**config.mk**
```make
export PLATFORM = sky130hd
export DESIGN_NAME = hmac_sha256_engine
export DESIGN_NICKNAME = d
export VERILOG_FILES = /design/src/hw/rtl/hs_pkg.sv /design/src/hw/rtl/hs_ram.sv /design/src/hw/rtl/hs_compress.sv /design/src/hw/rtl/hmac_sha256_engine.sv
export SDC_FILE = /design/constraint.sdc
export NUM_CORES = 2
export LEC_CHECK = 0
export ABC_AREA = 0
export BUFFER_PORTS_ARGS = -buffer_cell sky130_fd_sc_hd__clkbuf_2
export CELL_PAD_IN_SITES_DETAIL_PLACEMENT = 0
export CELL_PAD_IN_SITES_GLOBAL_PLACEMENT = 1
export CORE_ASPECT_RATIO = 0.5
export CORE_MARGIN = 2
export CORE_UTILIZATION = 50
export CTS_BUF_LIST = sky130_fd_sc_hd__clkbuf_8
export CTS_CLUSTER_DIAMETER = 60
export DETAILED_ROUTE_END_ITERATION = 6
export PLACE_DENSITY = 0.75
export SKIP_LAST_GASP = 1
export SYNTH_ARGS = -nofsm -noshare
export SYNTH_HDL_FRONTEND = slang
export SYNTH_SLANG_ARGS = --single-unit
```
**constraint.sdc**
```tcl
create_clock -name clk -period 20.1 [get_ports clk]
set_input_delay 1.005 -clock clk [delete_from_list [all_inputs] [get_ports clk]]
set_output_delay 1.005 -clock clk [all_outputs]
set_load 0.05 [all_outputs]
```
**src/hw/rtl/hs_pkg.sv**
```systemverilog
package hs_pkg;

  typedef logic [31:0] word_t;
  typedef logic [7:0][31:0] cv_t;

  localparam int KEY_WORDS = 4;
  localparam int CFG_IDX_W = 2;
  localparam int BLK_WORDS = 16;
  localparam int BLK_AW = 4;

  localparam logic [7:0] INNER_PAD = 8'h36;
  localparam logic [7:0] OUTER_PAD = 8'h5c;
  localparam logic [63:0] KEY_BLOCK_BYTES = 64'd64;
  localparam word_t PAD_MARK_WORD = 32'h8000_0000;
  // outer message is key block plus 32-byte digest, in bits
  localparam word_t OUTER_BITS = 32'd768;

  localparam cv_t HASH_IV = {
    32'h5be0cd19, 32'h1f83d9ab, 32'h9b05688c, 32'h510e527f,
    32'ha54ff53a, 32'h3c6ef372, 32'hbb67ae85, 32'h6a09e667
  };

  typedef struct packed {
    logic  load;
    word_t wdata;
    logic  start;
  } comp_ctl_t;

  function automatic word_t rotr(input word_t x, input int n);
    return (x >> n) | (x << (32 - n));
  endfunction

  function automatic word_t round_k(input logic [5:0] idx);
    word_t k;
    case (idx)
      6'd0: k = 32'h428a2f98;  6'd1: k = 32'h71374491;
      6'd2: k = 32'hb5c0fbcf;  6'd3: k = 32'he9b5dba5;
      6'd4: k = 32'h3956c25b;  6'd5: k = 32'h59f111f1;
      6'd6: k = 32'h923f82a4;  6'd7: k = 32'hab1c5ed5;
      6'd8: k = 32'hd807aa98;  6'd9: k = 32'h12835b01;
      6'd10: k = 32'h243185be; 6'd11: k = 32'h550c7dc3;
      6'd12: k = 32'h72be5d74; 6'd13: k = 32'h80deb1fe;
      6'd14: k = 32'h9bdc06a7; 6'd15: k = 32'hc19bf174;
      6'd16: k = 32'he49b69c1; 6'd17: k = 32'hefbe4786;
      6'd18: k = 32'h0fc19dc6; 6'd19: k = 32'h240ca1cc;
      6'd20: k = 32'h2de92c6f; 6'd21: k = 32'h4a7484aa;
      6'd22: k = 32'h5cb0a9dc; 6'd23: k = 32'h76f988da;
      6'd24: k = 32'h983e5152; 6'd25: k = 32'ha831c66d;
      6'd26: k = 32'hb00327c8; 6'd27: k = 32'hbf597fc7;
      6'd28: k = 32'hc6e00bf3; 6'd29: k = 32'hd5a79147;
      6'd30: k = 32'h06ca6351; 6'd31: k = 32'h14292967;
      6'd32: k = 32'h27b70a85; 6'd33: k = 32'h2e1b2138;
      6'd34: k = 32'h4d2c6dfc; 6'd35: k = 32'h53380d13;
      6'd36: k = 32'h650a7354; 6'd37: k = 32'h766a0abb;
      6'd38: k = 32'h81c2c92e; 6'd39: k = 32'h92722c85;
      6'd40: k = 32'ha2bfe8a1; 6'd41: k = 32'ha81a664b;
      6'd42: k = 32'hc24b8b70; 6'd43: k = 32'hc76c51a3;
      6'd44: k = 32'hd192e819; 6'd45: k = 32'hd6990624;
      6'd46: k = 32'hf40e3585; 6'd47: k = 32'h106aa070;
      6'd48: k = 32'h19a4c116; 6'd49: k = 32'h1e376c08;
      6'd50: k = 32'h2748774c; 6'd51: k = 32'h34b0bcb5;
      6'd52: k = 32'h391c0cb3; 6'd53: k = 32'h4ed8aa4a;
      6'd54: k = 32'h5b9cca4f; 6'd55: k = 32'h682e6ff3;
      6'd56: k = 32'h748f82ee; 6'd57: k = 32'h78a5636f;
      6'd58: k = 32'h84c87814; 6'd59: k = 32'h8cc70208;
      6'd60: k = 32'h90befffa; 6'd61: k = 32'ha4506ceb;
      6'd62: k = 32'hbef9a3f7; 6'd63: k = 32'hc67178f2;
      default: k = 32'h0;
    endcase
    return k;
  endfunction

endpackage

```
**src/hw/rtl/hs_ram.sv**
```systemverilog
module hs_ram #(
  parameter int WIDTH = 32,
  parameter int DEPTH = 16
) (
  input  logic                     clk,
  input  logic                     we,
  input  logic [$clog2(DEPTH)-1:0] waddr,
  input  logic [WIDTH-1:0]         wdata,
  input  logic [$clog2(DEPTH)-1:0] raddr,
  output logic [WIDTH-1:0]         rdata
);

  logic [WIDTH-1:0] mem [DEPTH];

  always_ff @(posedge clk) begin
    if (we) begin
      mem[waddr] <= wdata;
    end
    rdata <= mem[raddr];
  end

endmodule

```
**src/hw/rtl/hs_compress.sv**
```systemverilog
module hs_compress import hs_pkg::*; (
  input  logic      clk,
  input  logic      rst_n,
  input  comp_ctl_t ctl,
  input  cv_t       cv_in,
  output logic      done,
  output cv_t       vars
);

  logic              run_r;
  logic              done_r;
  logic [5:0]        rnd_r;
  cv_t               vars_r;
  logic [15:0][31:0] w_r;

  word_t a, b, c, d, e, f, g, h;
  word_t t1, t2, s0, s1, sched, w_new;

  always_comb begin
    a = vars_r[0]; b = vars_r[1]; c = vars_r[2]; d = vars_r[3];
    e = vars_r[4]; f = vars_r[5]; g = vars_r[6]; h = vars_r[7];
    t1 = h + (rotr(e, 6) ^ rotr(e, 11) ^ rotr(e, 25)) + ((e & f) ^ (~e & g))
         + round_k(rnd_r) + w_r[0];
    t2 = (rotr(a, 2) ^ rotr(a, 13) ^ rotr(a, 22)) + ((a & b) ^ (a & c) ^ (b & c));
    // next schedule word, w[t+16] from the sliding window
    s0 = rotr(w_r[1], 7) ^ rotr(w_r[1], 18) ^ (w_r[1] >> 3);
    s1 = rotr(w_r[14], 17) ^ rotr(w_r[14], 19) ^ (w_r[14] >> 10);
    sched = w_r[0] + s0 + w_r[9] + s1;
    w_new = ctl.load ? ctl.wdata : sched;
  end

  always_ff @(posedge clk) begin
    if (!rst_n) begin
      run_r  <= 1'b0;
      done_r <= 1'b0;
      rnd_r  <= 6'd0;
    end else begin
      done_r <= run_r && (rnd_r == 6'd63);
      if (ctl.start) begin
        vars_r <= cv_in;
        rnd_r  <= 6'd0;
        run_r  <= 1'b1;
      end else if (run_r) begin
        vars_r <= {g, f, e, d + t1, c, b, a, t1 + t2};
        rnd_r  <= rnd_r + 6'd1;
        if (rnd_r == 6'd63) begin
          run_r <= 1'b0;
        end
      end
    end
    if (ctl.load || run_r) begin
      w_r <= {w_new, w_r[15:1]};
    end
  end

  assign done = done_r;
  assign vars = vars_r;

endmodule

```
**src/hw/rtl/hmac_sha256_engine.sv**
```systemverilog
// sequence: the first beat of a message first fills and hashes the inner key block; a beat
// then absorbs its bytes one at a time and compresses each 64-byte block it completes
// last beat adds padding and length writes, a possible spill block, then three
// more compressions with two 16-word fills
// flow: one beat at a time; in_stall stays high until the engine is back in idle
// reset: synchronous active-low rst_n clears key, chain and control; buffer ram is not cleared
module hmac_sha256_engine import hs_pkg::*; (
  input  logic                 clk,
  input  logic                 rst_n,
  input  logic                 in_valid,
  output logic                 in_stall,
  input  logic [63:0]          in_data_word,
  input  logic [3:0]           in_byte_count,
  input  logic                 in_last,
  output logic                 out_valid,
  input  logic                 out_stall,
  output logic [63:0]          out_mac_word_0,
  output logic [63:0]          out_mac_word_1,
  output logic [63:0]          out_mac_word_2,
  output logic [63:0]          out_mac_word_3,
  input  logic                 cfg_valid,
  output logic                 cfg_ready,
  input  logic [CFG_IDX_W-1:0] cfg_index,
  input  logic [63:0]          cfg_data
);

  typedef enum logic [3:0] {
    S_IDLE, S_ABSORB, S_KFILL, S_FFILL, S_LOAD, S_GO, S_WAIT, S_PAD, S_LEN, S_OUT
  } state_t;

  // where to continue once a compression finishes
  typedef enum logic [2:0] {
    R_ABSORB, R_PAD, R_INNER, R_OKEY, R_FINISH
  } ret_t;

  state_t state_r;
  ret_t   ret_r;

  logic [KEY_WORDS-1:0][63:0] key_r;
  logic [63:0] data_r;
  logic [3:0]  cnt_r;
  logic [3:0]  k_r;
  logic        last_r;
  logic        phase_r;       // 0: key block pending, 1: absorbing
  logic [63:0] len_r;
  logic [5:0]  pp_r;          // byte position while padding
  logic        pad_first_r;
  word_t       cur_r;         // partially assembled buffer word
  logic [63:0] bits_r;
  logic [3:0]  wi_r;
  logic        outer_r;
  logic [4:0]  ld_r;
  logic        rd_pend_r;
  cv_t         cv_r;
  cv_t         dig_r;
  logic        out_valid_r;
  logic [3:0][63:0] mac_r;

  logic          ram_we;
  logic [BLK_AW-1:0] ram_waddr, ram_raddr;
  word_t         ram_wdata, ram_rdata;
  comp_ctl_t     cctl;
  logic          c_done;
  cv_t           c_vars;
  cv_t           cv_sum;
  word_t         cur_abs, cur_pad, key_blk_word, fin_word;
  logic [7:0]    pad_byte, fill;
  logic [3:0]    cnt_sat;
  logic          pad_stop;

  function automatic word_t put_byte(input word_t w, input logic [7:0] bv,
                                     input logic [1:0] lane);
    word_t r;
    r = w;
    case (lane)
      2'd0: r[31:24] = bv;
      2'd1: r[23:16] = bv;
      2'd2: r[15:8]  = bv;
      2'd3: r[7:0]   = bv;
      default: r = w;
    endcase
    return r;
  endfunction

  hs_ram #(.WIDTH(32), .DEPTH(BLK_WORDS)) u_buf (
    .clk   (clk),
    .we    (ram_we),
    .waddr (ram_waddr),
    .wdata (ram_wdata),
    .raddr (ram_raddr),
    .rdata (ram_rdata)
  );

  hs_compress u_comp (
    .clk   (clk),
    .rst_n (rst_n),
    .ctl   (cctl),
    .cv_in (cv_r),
    .done  (c_done),
    .vars  (c_vars)
  );

  always_comb begin
    for (int i = 0; i < 8; i++) begin
      cv_sum[i] = cv_r[i] + c_vars[i];
    end
    fill = outer_r ? OUTER_PAD : INNER_PAD;
    // zero-padded key block, key bytes only in the first eight words
    if (!wi_r[3]) begin
      key_blk_word = (wi_r[0] ? key_r[wi_r[2:1]][31:0] : key_r[wi_r[2:1]][63:32])
                     ^ {4{fill}};
    end else begin
      key_blk_word = {4{fill}};
    end
    // outer message block: inner digest, pad mark, zeros, bit length
    if (!wi_r[3]) begin
      fin_word = dig_r[wi_r[2:0]];
    end else if (wi_r == 4'd8) begin
      fin_word = PAD_MARK_WORD;
    end else if (wi_r == 4'd15) begin
      fin_word = OUTER_BITS;
    end else begin
      fin_word = '0;
    end
    cur_abs  = put_byte(cur_r, data_r[63:56], len_r[1:0]);
    pad_byte = pad_first_r ? 8'h80 : 8'h00;
    cur_pad  = put_byte(cur_r, pad_byte, pp_r[1:0]);
    pad_stop = !pad_first_r && (pp_r == 6'd56);
    cnt_sat  = (in_byte_count > 4'd8) ? 4'd8 : in_byte_count;

    ram_we    = 1'b0;
    ram_waddr = wi_r;
    ram_wdata = key_blk_word;
    case (state_r)
      S_KFILL: begin
        ram_we = 1'b1;
      end
      S_FFILL: begin
        ram_we    = 1'b1;
        ram_wdata = fin_word;
      end
      S_ABSORB: begin
        ram_we    = (k_r != cnt_r) && (len_r[1:0] == 2'd3);
        ram_waddr = len_r[5:2];
        ram_wdata = cur_abs;
      end
      S_PAD: begin
        ram_we    = !pad_stop && (pp_r[1:0] == 2'd3);
        ram_waddr = pp_r[5:2];
        ram_wdata = cur_pad;
      end
      S_LEN: begin
        ram_we    = 1'b1;
        ram_waddr = {3'b111, wi_r[0]};
        ram_wdata = wi_r[0] ? bits_r[31:0] : bits_r[63:32];
      end
      default: begin
        ram_we = 1'b0;
      end
    endcase
    ram_raddr   = ld_r[3:0];
    cctl.load   = rd_pend_r;
    cctl.wdata  = ram_rdata;
    cctl.start  = (state_r == S_GO);
  end

  always_ff @(posedge clk) begin
    if (!rst_n) begin
      state_r     <= S_IDLE;
      ret_r       <= R_ABSORB;
      key_r       <= '0;
      phase_r     <= 1'b0;
      len_r       <= '0;
      cv_r        <= HASH_IV;
      out_valid_r <= 1'b0;
      rd_pend_r   <= 1'b0;
      ld_r        <= '0;
      k_r         <= '0;
      wi_r        <= '0;
      pad_first_r <= 1'b0;
      outer_r     <= 1'b0;
    end else begin
      if (cfg_valid) begin
        key_r[cfg_index] <= cfg_data;
      end
      // S_OUT reloads the output register itself
      if (out_valid_r && !out_stall && (state_r != S_OUT)) begin
        out_valid_r <= 1'b0;
      end
      case (state_r)
        S_IDLE: begin
          if (in_valid) begin
            data_r <= in_data_word;
            cnt_r  <= cnt_sat;
            last_r <= in_last;
            k_r    <= '0;
            if (!phase_r) begin
              // first beat of a message: hash the inner key block first
              phase_r <= 1'b1;
              len_r   <= '0;
              wi_r    <= '0;
              cv_r    <= HASH_IV;
              outer_r <= 1'b0;
              ret_r   <= R_ABSORB;
              state_r <= S_KFILL;
            end else begin
              state_r <= S_ABSORB;
            end
          end
        end
        S_KFILL, S_FFILL: begin
          wi_r <= wi_r + 4'd1;
          if (wi_r == 4'd15) begin
            ld_r    <= '0;
            state_r <= S_LOAD;
          end
        end
        S_ABSORB: begin
          if (k_r == cnt_r) begin
            if (last_r) begin
              bits_r      <= (len_r + KEY_BLOCK_BYTES) << 3;
              pp_r        <= len_r[5:0];
              pad_first_r <= 1'b1;
              state_r     <= S_PAD;
            end else begin
              state_r <= S_IDLE;
            end
          end else begin
            cur_r  <= cur_abs;
            data_r <= data_r << 8;
            k_r    <= k_r + 4'd1;
            len_r  <= len_r + 64'd1;
            if (len_r[5:0] == 6'd63) begin
              ret_r   <= R_ABSORB;
              ld_r    <= '0;
              state_r <= S_LOAD;
            end
          end
        end
        S_PAD: begin
          if (pad_stop) begin
            wi_r    <= '0;
            state_r <= S_LEN;
          end else begin
            cur_r       <= cur_pad;
            pad_first_r <= 1'b0;
            pp_r        <= pp_r + 6'd1;
            if (pp_r == 6'd63) begin
              ret_r   <= R_PAD;
              ld_r    <= '0;
              state_r <= S_LOAD;
            end
          end
        end
        S_LEN: begin
          wi_r <= wi_r + 4'd1;
          if (wi_r[0]) begin
            ret_r   <= R_INNER;
            ld_r    <= '0;
            state_r <= S_LOAD;
          end
        end
        S_LOAD: begin
          // read issued here; the registered ram word is shifted into the schedule while rd_pend_r is set
          if (ld_r[4]) begin
            rd_pend_r <= 1'b0;
            state_r   <= S_GO;
          end else begin
            rd_pend_r <= 1'b1;
            ld_r      <= ld_r + 5'd1;
          end
        end
        S_GO: begin
          state_r <= S_WAIT;
        end
        S_WAIT: begin
          if (c_done) begin
            case (ret_r)
              R_ABSORB: begin
                cv_r    <= cv_sum;
                state_r <= S_ABSORB;
              end
              R_PAD: begin
                cv_r    <= cv_sum;
                state_r <= S_PAD;
              end
              R_INNER: begin
                dig_r   <= cv_sum;
                cv_r    <= HASH_IV;
                outer_r <= 1'b1;
                wi_r    <= '0;
                ret_r   <= R_OKEY;
                state_r <= S_KFILL;
              end
              R_OKEY: begin
                cv_r    <= cv_sum;
                wi_r    <= '0;
                ret_r   <= R_FINISH;
                state_r <= S_FFILL;
              end
              R_FINISH: begin
                cv_r    <= cv_sum;
                state_r <= S_OUT;
              end
              default: begin
                state_r <= S_IDLE;
              end
            endcase
          end
        end
        S_OUT: begin
          // hold until the output register is free
          if (!out_valid_r || !out_stall) begin
            for (int i = 0; i < 4; i++) begin
              mac_r[i] <= {cv_r[2*i], cv_r[2*i+1]};
            end
            out_valid_r <= 1'b1;
            phase_r     <= 1'b0;
            len_r       <= '0;
            state_r     <= S_IDLE;
          end
        end
        default: begin
          state_r <= S_IDLE;
        end
      endcase
    end
  end

  assign in_stall       = (state_r != S_IDLE);
  assign out_valid      = out_valid_r;
  assign out_mac_word_0 = mac_r[0];
  assign out_mac_word_1 = mac_r[1];
  assign out_mac_word_2 = mac_r[2];
  assign out_mac_word_3 = mac_r[3];
  assign cfg_ready      = 1'b1;

endmodule

```
==> impl_metrics.json <==
{
  "rsz0062_at_grt": "no",
  "nets": 11500,
  "netlist_area_mm2": 0.125,
  "cts_hold_buffers": 0,
  "drc_errors": 0,
  "run_status": "finished, violations left",
  "antenna_left": 0,
  "io_pins": 399,
  "fmax_mhz": 112,
  "synthCells": 10300,
  "cts.path.max_buffers": 4,
  "drive_gt1_share_pct": 13.4,
  "cts_setup_buffers": 0,
  "period_share_pct": 44.4,
  "h-tree-depth": 5,
  "numCtsBuffers": 373,
  "clk-insertion-delay-late_ps": 1060,
  "antenna_found_initial": 24,
  "io_buffers": 397,
  "dieArea_mm2": 0.254,
  "finalCriticalPeriod_ps": 8930,
  "yosysTopAreaCell": "edfxtp_1",
  "fp.dieW_um": 711,
  "ys_ff_latch": 2630,
  "die_y_um": 357,
  "finalClockSkew_ps": 86.5,
  "ctsResizeCount": 0,
  "track_usage_pct": 31.1,
  "ys_warn_count": 0,
  "drt_iter0_drc": 10900,
  "placementRows": 129,
  "clk_pin_slew_worst_paths_ps": 70,
  "finalSetupTns_ps": 0,
  "synth.most_common_cell": "edfxtp_1",
  "synthArstFlopShare_pct": 0,
  "r2r-start": "u_comp.e[12]",
  "dr.pass1.iters": 6,
  "wire_per_inst_um": 28.2,
  "finalHoldViolations": 0,
  "min_from": "in_byte_count[3]",
  "hp-class": "in2reg",
  "worstPathRequired_ps": 20870,
  "grt_pass1_wl_um": 576000,
  "cts_root_buf": "clkbuf_8",
  "critPathCaptureType": "flip-flop",
  "netlist.area_leader.share_pct": 47.1,
  "grt_overflow_total": 0,
  "violations": "max-capacitance violations, max-slew violations",
  "yosysSeqAreaShare_pct": 57.9,
  "ys_types": 102,
  "startpoint_type": "flip-flop",
  "grt_pass1_vias": 81000,
  "yosys-top-cells-count": "edfxtp_1 (1960), nand2_1 (1794), a21oi_1 (695)",
  "crit_path_start": "u_comp.e[12]",
  "synth_area_per_cell_um2": 12.1,
  "worst_slew_pin_slew_ps": 1550,
  "routed_wirelength_um": 405000,
  "via_per_inst": 5.98,
  "synth_flop_cell": "edfxtp_1",
  "ys_top_cells_by_area": "edfxtp_1 (47%), dfxtp_1 (11%), nand2_1 (5.4%), mux4_2 (5.2%), ha_1 (4.1%)",
  "synth_nets": 11100,
  "arrival_ps": 9700,
  "cp_max_fo": 6,
  "cts_tree": "built",
  "place_congestion": 0.964,
  "clock_sinks": 2630,
  "vias": 85800,
  "relSlewSlack_pct": -6.06,
  "setup_viol": 0,
  "finalMaxSlewViolations": 2,
  "maxCapViolCount": 1,
  "initial_core_util_pct": 50.4,
  "synth_edf_count": 1960,
  "hpwl_um": 284000,
  "grt_max_degree": 191,
  "syn2layout_area_growth_pct": 10.4,
  "core_area_mm2": 0.248,
  "criticalPathCategory": "reg2reg"
}
worst paths after layout:
kind | endpoint | slack, ps | cells past startpoint
worst min-delay path | cnt_r[3] | 180 | 1
worst max-delay path | u_comp.a[26] | 11170 | 27
worst min register to register | u_comp.w_r[450] | 390 | 0
worst max register to register | u_comp.a[26] | 11170 | 27
stage by stage:
stage               hold slack, ps  util, %  instance area, µm²  worst slack (ps)  std cells
CTS                            112     55.6              138000             11300      14400
floorplan                      400        -              125000              6940      10300
finish                         184     55.6              138000             11170      14400
global placement               400     52.6              131000             11420      13700
global route                   128     55.6              138000             10610      14400
detailed placement             405     52.6              131000             11370      13700
cell families (layout without fill, tap and decap cells):
logic type               Yosys count  after routing  synth area share [%]
adder cells (fa/ha/maj)          622            622                  7.36
multiplexers                     426            426                  6.32
other                              1              7               0.00300
buffers and inverters            892           1582                  2.71
flip-flops                      2630           2630                  57.9
AO/OA/AOI/OAI                   2092           2092                  10.6
XOR/XNOR                         714            714                  5.01
AND/OR/NAND/NOR                 2953           2953                  10.1
flip-flops by register name, summed over array words and instances, names as in the netlist, 61 cells and up, named ones only:
signal and count:
key_r 256, u_buf.mem 512, out_mac_word_2 64, len_r 61, out_mac_word_0 64, bits_r 61, u_comp.w_r 512, dig_r 256
out_mac_word_1 64, cv_r 256, data_r 64, out_mac_word_3 64
cell usage in the layout (no fill, tap or decap), types with 142 or more instances in the layout:
master and count:
mux4_2 288, xor2_1 252, xnor2_1 461, nor2_1 454, edfxtp_1 1960, buf_4 144, ha_1 406, clkbuf_2 396
clkbuf_8 424, nand3_1 142, inv_1 486, dfxtp_1 662, a21oi_1 695, o21ai_0 378, a21o_1 180, fa_1 195
nand2_1 1790
layout make-up:
cell class / count / area [µm²]
Clock inverter: 261 / 1600
Multi-Input combinational cell: 6808 / 49600
Antenna cell: 6 / 15.0
Fill cell: 21000 / 110000
Sequential cell: 2630 / 72300
Inverter: 353 / 1330
Timing Repair Buffer: 544 / 3130
Clock buffer: 424 / 5840
Tap cell: 3340 / 4180
routing by layer:
layer  track usage (%)  part of all wire (%)  up-vias
met5                 0                 0.045        -
met4              9.43                   3.3       24
met3              6.93                   9.3      663
met2              47.1                    44     3845
met1              45.1                    43    42900
li1                  -                     -    38500
critical path, stage by stage (launching register included):
cell	delay, ps
edfxtp_1	550
xor2_1	240
xnor2_1	450
fa_1	520
fa_1	470
fa_1	500
inv_1	50
ha_1	210
fa_1	480
a211oi_1	340
o211ai_1	220
a41oi_1	450
a21oi_1	240
a211o_1	330
a21oi_1	190
xnor2_1	240
fa_1	480
ha_1	330
a21o_1	170
a21o_1	160
a21oi_1	160
o21ai_0	160
nor3_1	190
a21oi_1	150
o31ai_1	600
a21boi_0	210
or3_1	330
a31o_2	250
Power is not shown: default switching activity piles up to over one toggle a cycle in this logic, so the estimate is an artifact.
